--- config.mk ---
export PLATFORM = sky130hd
export DESIGN_NAME = animation_frame_sequencer
export DESIGN_NICKNAME = d
export VERILOG_FILES = /design/src/rtl/core/afs_pkg.sv /design/src/rtl/core/afs_mod_pipe.sv /design/src/rtl/core/animation_frame_sequencer.sv
export SDC_FILE = /design/constraint.sdc
export NUM_CORES = 2
export LEC_CHECK = 0
export BUFFER_PORTS_ARGS = -buffer_cell sky130_fd_sc_hd__buf_2
export CAP_MARGIN = 20
export CORE_AREA = 4 4 253 440
export DETAILED_ROUTE_END_ITERATION = 16
export DIE_AREA = 0 0 257 444
export PLACE_DENSITY = 0.78
export SKIP_CTS_REPAIR_TIMING = 1
export SLEW_MARGIN = 30
export SYNTH_ARGS = -nofsm -noshare
export SYNTH_HDL_FRONTEND = slang
export SYNTH_SLANG_ARGS = --single-unit
--- constraint.sdc ---
create_clock -name clk -period 30.2 [get_ports clk]
set_input_delay 1.51 -clock clk [delete_from_list [all_inputs] [get_ports clk]]
set_output_delay 1.51 -clock clk [all_outputs]
set_load 0.02 [all_outputs]
--- src/rtl/core/afs_pkg.sv ---
// ----------------------------------------------------------------------------
// afs_pkg
// Types, widths, mode codes and the remainder step for the frame sequencer.
// ----------------------------------------------------------------------------
package afs_pkg;

	localparam int TW         = 48;                    // elapsed time width
	localparam int FPSW       = 16;                    // Q8.8 rate
	localparam int NW         = 11;                    // frame count width
	localparam int DW         = 12;                    // divisor / remainder width
	localparam int FW         = 10;                    // frame index width
	localparam int SW         = 39;                    // step width
	localparam int BPS        = 4;                     // quotient bits per stage
	localparam int NS         = (SW + BPS - 1) / BPS;  // remainder stages
	localparam int SPAD       = NS * BPS;
	localparam int OTW        = 16;                    // output tdata width
	localparam int CFG_AW     = 2;
	localparam int MAX_FRAMES = 1024;                  // frame count ceiling

	localparam logic [CFG_AW-1:0] CFG_FPS   = 2'd0;
	localparam logic [CFG_AW-1:0] CFG_MODE  = 2'd1;
	localparam logic [CFG_AW-1:0] CFG_TOTAL = 2'd2;

	localparam logic [2:0] MODE_ONCE_FWD  = 3'd0;
	localparam logic [2:0] MODE_LOOP_FWD  = 3'd1;
	localparam logic [2:0] MODE_ONCE_BACK = 3'd2;
	localparam logic [2:0] MODE_LOOP_BACK = 3'd3;
	localparam logic [2:0] MODE_ONCE_PP   = 3'd4;
	localparam logic [2:0] MODE_LOOP_PP   = 3'd5;
	localparam logic [2:0] MODE_NONE      = 3'd6;

	typedef struct packed {
		logic [FW-1:0] frame;
		logic          done;
	} afs_side_t;

	// BPS steps of restoring remainder
	function automatic logic [DW-1:0] mod_bits(input logic [DW-1:0] rem,
			input logic [BPS-1:0] bits, input logic [DW-1:0] d);
		logic [DW:0] r;
		r = {1'b0, rem};
		for (int i = BPS - 1; i >= 0; i--) begin
			r = {r[DW-1:0], bits[i]};
			if (r >= {1'b0, d}) begin
				r = r - {1'b0, d};
			end
		end
		return r[DW-1:0];
	endfunction

endpackage

--- src/rtl/core/afs_mod_pipe.sv ---
// ----------------------------------------------------------------------------
// afs_mod_pipe
// Pipelined step remainder, BPS quotient bits per stage, elastic valid chain.
// ----------------------------------------------------------------------------
module afs_mod_pipe import afs_pkg::*; (
	input  logic          clk,
	input  logic          arst_n,
	input  logic [DW-1:0] divisor,
	input  logic          in_valid,
	output logic          in_ready,
	input  logic [SW-1:0] in_step,
	input  afs_side_t     in_side,
	output logic          out_valid,
	input  logic          out_ready,
	output logic [DW-1:0] out_rem,
	output afs_side_t     out_side
);

	logic            v_s    [NS];
	logic [DW-1:0]   rem_s  [NS];
	logic [SPAD-1:0] bits_s [NS];
	afs_side_t       side_s [NS];
	logic [NS:0]     rdy;
	logic [SPAD-1:0] step_pad;

	assign step_pad = {{(SPAD-SW){1'b0}}, in_step};

	always_comb begin
		rdy[NS] = out_ready;
		for (int i = NS - 1; i >= 0; i--) begin
			rdy[i] = !v_s[i] || rdy[i+1];
		end
	end

	assign in_ready  = rdy[0];
	assign out_valid = v_s[NS-1];
	assign out_rem   = rem_s[NS-1];
	assign out_side  = side_s[NS-1];

	always_ff @(posedge clk or negedge arst_n) begin
		if (!arst_n) begin
			v_s[0] <= 1'b0;
		end else if (rdy[0]) begin
			v_s[0] <= in_valid;
		end
	end

	always_ff @(posedge clk) begin
		if (rdy[0] && in_valid) begin
			rem_s[0]  <= mod_bits('0, step_pad[SPAD-1 -: BPS], divisor);
			bits_s[0] <= step_pad << BPS;
			side_s[0] <= in_side;
		end
	end

	for (genvar g = 1; g < NS; g++) begin : g_stage
		always_ff @(posedge clk or negedge arst_n) begin
			if (!arst_n) begin
				v_s[g] <= 1'b0;
			end else if (rdy[g]) begin
				v_s[g] <= v_s[g-1];
			end
		end

		always_ff @(posedge clk) begin
			if (rdy[g] && v_s[g-1]) begin
				rem_s[g]  <= mod_bits(rem_s[g-1], bits_s[g-1][SPAD-1 -: BPS], divisor);
				bits_s[g] <= bits_s[g-1] << BPS;
				side_s[g] <= side_s[g-1];
			end
		end
	end

endmodule

--- src/rtl/core/animation_frame_sequencer.sv ---
// ----------------------------------------------------------------------------
// animation_frame_sequencer
// Elapsed time to sprite frame index under forward, backward and ping-pong play.
// ----------------------------------------------------------------------------
// channel   dir  fields (low bit up)
// s_axis    in   tdata: elapsed_time[47:0]
// m_axis    out  tdata: frame_index[9:0], done_flag[10], zero pad
// cfg       in   cfg_addr 0 rate, 1 mode, 2 frame total
//
// One item per cycle while the output is not stalled; the stages are a split 47x16 multiply,
// a step add, a remainder pipeline taking 4 step bits per stage, then the output register.
// Ready is combinational through all stages; a stall holds only the full
// stages ahead of the first bubble, bubbles are squeezed out.
// Reset clears valids and loads the config reset values (rate 0, loop fwd, 0).
// ----------------------------------------------------------------------------
module animation_frame_sequencer import afs_pkg::*; (
	input  logic              clk,
	input  logic              arst_n,
	input  logic              s_axis_tvalid,
	output logic              s_axis_tready,
	input  logic [TW-1:0]     s_axis_tdata,   // elapsed_time
	output logic              m_axis_tvalid,
	input  logic              m_axis_tready,
	output logic [OTW-1:0]    m_axis_tdata,   // frame_index, done_flag, pad
	input  logic              cfg_we,
	input  logic [CFG_AW-1:0] cfg_addr,
	input  logic [FPSW-1:0]   cfg_wdata
);

	logic [FPSW-1:0] fps_q;
	logic [2:0]      mode_q;
	logic [NW-1:0]   total_q;

	always_ff @(posedge clk or negedge arst_n) begin
		if (!arst_n) begin
			fps_q   <= '0;
			mode_q  <= MODE_LOOP_FWD;
			total_q <= '0;
		end else if (cfg_we) begin
			unique case (cfg_addr)
				CFG_FPS:   fps_q   <= cfg_wdata;
				CFG_MODE:  mode_q  <= cfg_wdata[2:0];
				CFG_TOTAL: total_q <= cfg_wdata[NW-1:0];
				default: ;
			endcase
		end
	end

	// derived config
	logic [NW-1:0] n;
	logic [NW-1:0] nm1;
	logic [DW-1:0] period;
	logic [DW-1:0] divisor;
	logic          trivial;

	always_comb begin
		if (32'(total_q) > 32'(MAX_FRAMES)) begin
			n = NW'(MAX_FRAMES);
		end else begin
			n = total_q;
		end
		nm1     = n - NW'(1);
		period  = {n, 1'b0} - DW'(2);
		divisor = (mode_q == MODE_LOOP_PP) ? period : {1'b0, n};
		trivial = (n <= NW'(1)) || (mode_q == MODE_NONE);
	end

	// handshake chain
	logic rdy1, rdy2, rdy_out;
	logic mod_in_ready, mod_out_valid;
	logic v_s1, v_s2, vout_q;

	assign rdy_out       = !vout_q || m_axis_tready;
	assign rdy2          = !v_s2 || mod_in_ready;
	assign rdy1          = !v_s1 || rdy2;
	assign s_axis_tready = rdy1;
	assign m_axis_tvalid = vout_q;

	// stage 1: split multiply
	logic [TW-2:0] t_pos;
	logic [47:0]   plo_s1;
	logic [30:0]   phi_s1;

	assign t_pos = s_axis_tdata[TW-1] ? '0 : s_axis_tdata[TW-2:0];

	always_ff @(posedge clk or negedge arst_n) begin
		if (!arst_n) begin
			v_s1 <= 1'b0;
		end else if (rdy1) begin
			v_s1 <= s_axis_tvalid;
		end
	end

	always_ff @(posedge clk) begin
		if (rdy1 && s_axis_tvalid) begin
			plo_s1 <= t_pos[31:0] * fps_q;
			phi_s1 <= t_pos[TW-2:32] * fps_q;
		end
	end

	// stage 2: step = product >> 24
	logic [SW-1:0] step_s2;

	always_ff @(posedge clk or negedge arst_n) begin
		if (!arst_n) begin
			v_s2 <= 1'b0;
		end else if (rdy2) begin
			v_s2 <= v_s1;
		end
	end

	always_ff @(posedge clk) begin
		if (rdy2 && v_s1) begin
			step_s2 <= {phi_s1, 8'b0} + SW'(plo_s1[47:24]);
		end
	end

	// once-mode results ride alongside the remainder
	afs_side_t side_c;
	logic      ge_nm1, ge_per, lt_n;
	logic [DW-1:0] pp_f;

	always_comb begin
		ge_nm1 = step_s2 >= SW'(nm1);
		ge_per = step_s2 >= SW'(period);
		lt_n   = step_s2 < SW'(n);
		pp_f   = lt_n ? step_s2[DW-1:0] : (period - step_s2[DW-1:0]);
		side_c = '0;
		unique case (mode_q)
			MODE_ONCE_FWD: begin
				side_c.done  = ge_nm1;
				side_c.frame = ge_nm1 ? nm1[FW-1:0] : step_s2[FW-1:0];
			end
			MODE_ONCE_BACK: begin
				side_c.done  = ge_nm1;
				side_c.frame = ge_nm1 ? '0 : FW'(nm1 - step_s2[NW-1:0]);
			end
			MODE_ONCE_PP: begin
				side_c.done  = ge_per;
				side_c.frame = ge_per ? '0 : pp_f[FW-1:0];
			end
			default: ;
		endcase
	end

	logic [DW-1:0] mod_rem;
	afs_side_t     mod_side;

	afs_mod_pipe u_mod (
		.clk       (clk),
		.arst_n    (arst_n),
		.divisor   (divisor),
		.in_valid  (v_s2),
		.in_ready  (mod_in_ready),
		.in_step   (step_s2),
		.in_side   (side_c),
		.out_valid (mod_out_valid),
		.out_ready (rdy_out),
		.out_rem   (mod_rem),
		.out_side  (mod_side)
	);

	// final mapping
	logic [DW-1:0] frame_c;
	logic          done_c;

	always_comb begin
		frame_c = mod_rem;
		done_c  = 1'b0;
		unique case (mode_q)
			MODE_ONCE_FWD, MODE_ONCE_BACK, MODE_ONCE_PP: begin
				frame_c = DW'(mod_side.frame);
				done_c  = mod_side.done;
			end
			MODE_LOOP_BACK: frame_c = {1'b0, nm1} - mod_rem;
			MODE_LOOP_PP:   frame_c = (mod_rem < {1'b0, n}) ? mod_rem : (period - mod_rem);
			default:        frame_c = mod_rem;
		endcase
		if (trivial) begin
			frame_c = '0;
			done_c  = 1'b1;
		end else if (fps_q == '0) begin
			frame_c = '0;
			done_c  = 1'b0;
		end
	end

	logic [FW-1:0] frame_q;
	logic          done_q;

	always_ff @(posedge clk or negedge arst_n) begin
		if (!arst_n) begin
			vout_q <= 1'b0;
		end else if (rdy_out) begin
			vout_q <= mod_out_valid;
		end
	end

	always_ff @(posedge clk) begin
		if (rdy_out && mod_out_valid) begin
			frame_q <= frame_c[FW-1:0];
			done_q  <= done_c;
		end
	end

	assign m_axis_tdata = {(OTW-FW-1)'(0), done_q, frame_q};

endmodule

; ---- Yosys cells after proc, flatten, opt, wreduce, memory -nomap -nowiden
; Memory sizes are Yosys's and may differ from the RTL's.
; Cells that the tools add are included.
[classes]
n_eq_ne = 7
shifts = 0
mul = 2
magnitude_cmp = 46
add_sub_neg = 47
n_div = 0
reduce_logical = 48
n_bitwise = 0
n_mux = 112
[op_table]
columns = op, n
row1 = $mux W12, 81
row2 = $ge A13 B12 Y1, 39
row3 = $sub A12 B12 Y12, 39
row4 = $mux W10, 5
row5 = $mul A32 B16 Y48, 1
row6 = $mux W47, 1
row7 = $sub A10 B10 Y10, 4
row8 = $add A39 B24 Y39, 1
row9 = $ge A39 B11 Y1, 1
row10 = $ge A39 B12 Y1, 1
row11 = $lt A39 B11 Y1, 1
row12 = $pmux W11 S3, 1
row13 = $mul A15 B16 Y31, 1
row14 = $pmux W10 S3, 1
row15 = $mux W1, 22
row16 = $logic_not A16 Y1, 1
row17 = $logic_or A1 B1 Y1, 14
row18 = $logic_and A1 B1 Y1, 13
row19 = $logic_not A1 Y1, 13
row20 = $ge A1 B12 Y1 const A, 1
row21 = $lt A12 B11 Y1, 1
row22 = $sub A1 B12 Y12 const A, 1
row23 = $sub A12 B2 Y12 const B, 1
row24 = $gt A11 B11 Y1 const B, 1
row25 = 12 further kinds, 17
[totals]
input_bits = 71
reg_bits = 172
mem_bits_rw = 590
romBits = 0
n_memories = 3
latchBits = 0
output_inout_bits = 18
[mem_list]
columns = memory, depth, width, rd, rd_clocked_by_memory_dff, write_ports, line_no
row1 = u_mod.bits_s, 10, 36, 9, 0, 10, afs_mod_pipe.sv:21  ; logic [SPAD-1:0] bits_s [NS];
row2 = u_mod.rem_s, 10, 12, 10, 0, 10, afs_mod_pipe.sv:20  ; logic [DW-1:0] rem_s [NS];
row3 = u_mod.side_s, 10, 11, 10, 0, 10, afs_mod_pipe.sv:22  ; afs_side_t side_s [NS];

; ---- Longest topological paths before layout
[logic_depth]
ltp_word = 23
mapped_depth = 67

; ---- By module
; From an unflattened synthesis, not the netlist that was laid out.
[unflattened]
cells_unflattened = 7402
hier_area_um2 = 70959.3
[modules_own_cells]
columns = module, cells_each, instances, area_per_inst_um2, seq_area_each_um2
row1 = afs_mod_pipe, 3820, 1, 38353.0, 12562.0
row2 = animation_frame_sequencer, 3582, 1, 32606.3, 3980.1

; ---- Worst setup path before layout
; OpenSTA, ideal clock, no wires.
[synth_path]
path_kind = register to register
start = register total_q[10]
end = memory u_mod.rem_s[3][2] (data pin)
path_slack_ns = 9.108
required_ns = 29.938
synth_period_minus_slack_ns = 21.092
path_stages_with_launch = 60
path_buffers = 8
t_arrival_ns = 20.830
path_cell_list = dfrtp_1 > clkbuf_1 > clkinv_1 > buf_1 > nand2_1 > inv_1 > o21ai_0 > inv_1 > ha_1 > nor2b_1 > o2111ai_1 > nand3_1 > a211oi_1 > nor2_1 > maj3_1 > a21oi_1 > clkbuf_1 > mux2_2 > [... 24 more ...] > clkbuf_1 > nor2_1 > a21oi_1 > inv_1 > ha_1 > nor2b_1 > o21ai_0 > a21boi_0 > o21ai_0 > a21boi_0 > o21ai_0 > nand2b_1 > a221oi_1 > o31a_1 > maj3_1 > o21bai_1 > buf_4 > mux2_1
[synth_lines]
columns = element, line_no
row1 = start: declaration, animation_frame_sequencer.sv:32  ; logic [NW-1:0] total_q;
row2 = start signal: assignment, animation_frame_sequencer.sv:43  ; CFG_TOTAL: total_q <= cfg_wdata[NW-1:0];
row3 = end: declaration, afs_mod_pipe.sv:20

==> reports/qor.yml <==
run_status:
  outcome: "completed"
sta:
  rsz0062_at_grt: "no"
  max_freq_mhz: 66.38
  final_max_slew_viol_count: 0
  hold_violations: 0
  worst_slew_pin_slew_ns: 1.054
  post-route-min-period_ns: 15.06
  setup_viol: 0
  final.setup.worst_slack_ns: 15.14
  period_share: 0.4988
  relSlewSlack: 0.2942
  tns_ns: 0
  clock_skew_ns: 0.06232
synth:
  yosysUniqueCellTypes: 108
  ys_seq_area_frac: 0.2381
  synthCells: 7314
  synth_ff_type: "edfxtp_1"
  yosys_warnings: 0
  synth_commonest_cells: "861 x nand2_1, 846 x inv_1, 766 x ha_1"
  syn_area_sq_mm: 0.06947
  ys_seq_elements: 558
  yosysMostFrequentCell: "nand2_1"
  postSynthAreaPerCell_sq_um: 9.498
  synth_top_area_cell: "edfxtp_1"
  synth_area_leaders: "edfxtp_1 22%, fa_1 18%, ha_1 14%, nand2_1 4.7%, inv_1 4.6%"
  synth.top_cell.area_share: 0.2226
  synth_edf_count: 515
  synthArstFlopShare: 0.07706
place:
  port_buffers: 83
  place_inst: 8739
  place_ws_ns: 15.30
  routabilityCongestion: 0.9417
  dpl.hpwl_microns: 140700
clock_network:
  clockBufferDepth: 3
  cts_tree: "done"
  path_clk_slew_ns: 0.07
  cts_buffers: 53
  clk_latency_ns: 0.69
  htreeDepth: 2
  cts_root_buffer: "clkbuf_16"
  clock_sinks: 558
finish:
  drive_above_1_share: 0.07633
  nFillCells: 8369
  stdcell_count: 8840
  fin_util: 0.6841
  nets: 8823
  syn_to_final_growth_pct: 5.985
die:
  die_area_sq_mm: 0.1141
  die_y_microns: 444
  fp.dieW_microns: 257
  coreArea_sq_mm: 0.1076
  io_pins: 89
  row_count: 159
  start_util: 0.6454
critical_path:
  critPathSlowestCell: "a221oi_4"
  critical_path_required_ns: 30.63
  cp-start-kind: "flip-flop"
  criticalPathCategory: "reg -> reg"
  rrSetupSlack_ns: 15.14
  timing.rr.start: "total_q[10]"
  worstRegToRegCells: 55
  arrival_ns: 15.50
  crit_top_cell: "o21ai_0"
  r2r-end: "u_mod.rem_s[8][8]"
  max_stage_delay_ns: 0.72
  crit_path_end_kind: "flip-flop"
  path_max_fanout: 19
worst_hold_path:
  holdPathEnd: "u_mod.side_s[3][3]"
  hold_start: "u_mod.side_s[2][3]"
  hp-class: "reg -> reg"
  hold_depth: 0
drt:
  ant_nets: 0
  vias_per_cell: 6.150
  drt-total-wl_microns: 183800
  num_vias: 54364
  firstDrtPassIters: 5
  wl_per_cell_microns: 20.79
  drc: 0
  first_iter_violations: 3208
grt:
  use_met1: 0.3325
  use_met3: 0.04026
  grt_max_degree: 60
  grt_pass1_vias: 57874
  grt_first_pass_wirelength_microns: 294000
  antenna_found_initial: 2
  use_met2: 0.5999
  grt_usage: 0.3215
  grt-ovfl-total: 0
  grt.busiest_layer: "met2"
job:
  drv_cap: 0
==> flip-flops by register name (all words and copies together) (netlist names), 9 cells and up <==
name and count:
phi_s1 31, u_mod.bits_s 180, fps_q 16, step_s2 39
plo_s1 24, u_mod.v_s 9, u_mod.side_s 110, u_mod.rem_s 120
total_q 11, frame_q 10
==> cells in the final DEF (no fill, tap or decap), types with 15 or more instances in the layout <==
master,n
nand4_1,75
a211oi_1,38
inv_1,844
fa_1,641
a21o_1,171
nor2b_1,143
o31ai_1,37
buf_4,110
and2_1,265
mux2_2,164
nor3_1,80
nand2_1,861
ha_1,766
buf_2,82
nor2_1,363
xor2_1,142
a21oi_1,343
mux2i_1,69
a21boi_0,50
dfrtp_1,42
or2_2,24
o21bai_1,33
xnor2_1,255
o31a_1,19
o21ai_0,350
edfxtp_1,515
nor4_1,41
clkbuf_16,53
and3_1,41
nand3_1,72
a31oi_1,28
o21a_1,85
maj3_1,15
o211ai_1,29
mux2_1,48
nand2b_1,126
or3_1,27
==> metal layers <==
layer / vias up / part of all wire
met5: - / 0
met2: 1987 / 0.52
met4: 0 / 0.084
li1: 25092 / -
met1: 26447 / 0.34
met3: 838 / 0.052
==> area by class of cell <==
class	count	area (sq um)	share of cell area
timing repair buffer	192	1236	0.01679
clock inverter	41	440.4	0.005982
clock buffer	58	1345	0.01827
tap	1449	1813	0.02463
sequential	558	16540	0.2247
multi-input combinational	5691	49050	0.6662
antenna	2	5.005	0.00006798
inverter	849	3192	0.04335
==> worst max path at each step <==
stage                            from                  to  cells past startpoint
final                     total_q[10]   u_mod.rem_s[8][8]                     55
after global routing      total_q[10]   u_mod.rem_s[8][3]                     55
after CTS                 total_q[10]  u_mod.rem_s[3][11]                     53
after detailed placement  total_q[10]  u_mod.rem_s[3][11]                     53
after global placement    total_q[10]  u_mod.rem_s[3][11]                     53
after floorplan           total_q[10]   u_mod.rem_s[3][2]                     59
==> stage by stage <==
step | hold WS [ns] | cell area [sq um]
floorplan | 0.4003 | 69500
global placement | 0.4007 | 71820
CTS | 0.3808 | 73610
finish | 0.3842 | 73620
detailed placement | 0.4045 | 71820
global route | 0.4017 | 73620
==> worst max-delay path: cells and delay by family (launching register included) <==
kind | cells | cell delay (ns)
buffers and inverters | 8 | 1.75
adders and majority gates | 6 | 1.89
AOI/OAI and AO/OA | 26 | 6.88
DFF | 1 | 0.52
muxes | 3 | 1.24
and+or+nand+nor | 12 | 2.52
==> cell families (layout without fill, tap and decap cells) <==
group                    after synthesis  count (layout)  synth area share
AND/OR/NAND/NOR                     2204            2204            0.1538
adder cells (fa/ha/maj)             1424            1424            0.3252
AO/OA/AOI/OAI                       1365            1365            0.1270
buffers and inverters               1074            1140           0.05933
flip-flops                           558             558            0.2381
XOR/XNOR                             397             397           0.05005
multiplexers                         291             291           0.04647
other                                  1              12        0.00005398
Power is not shown: default switching activity piles up to over one toggle a cycle in this logic, so the estimate is an artifact.
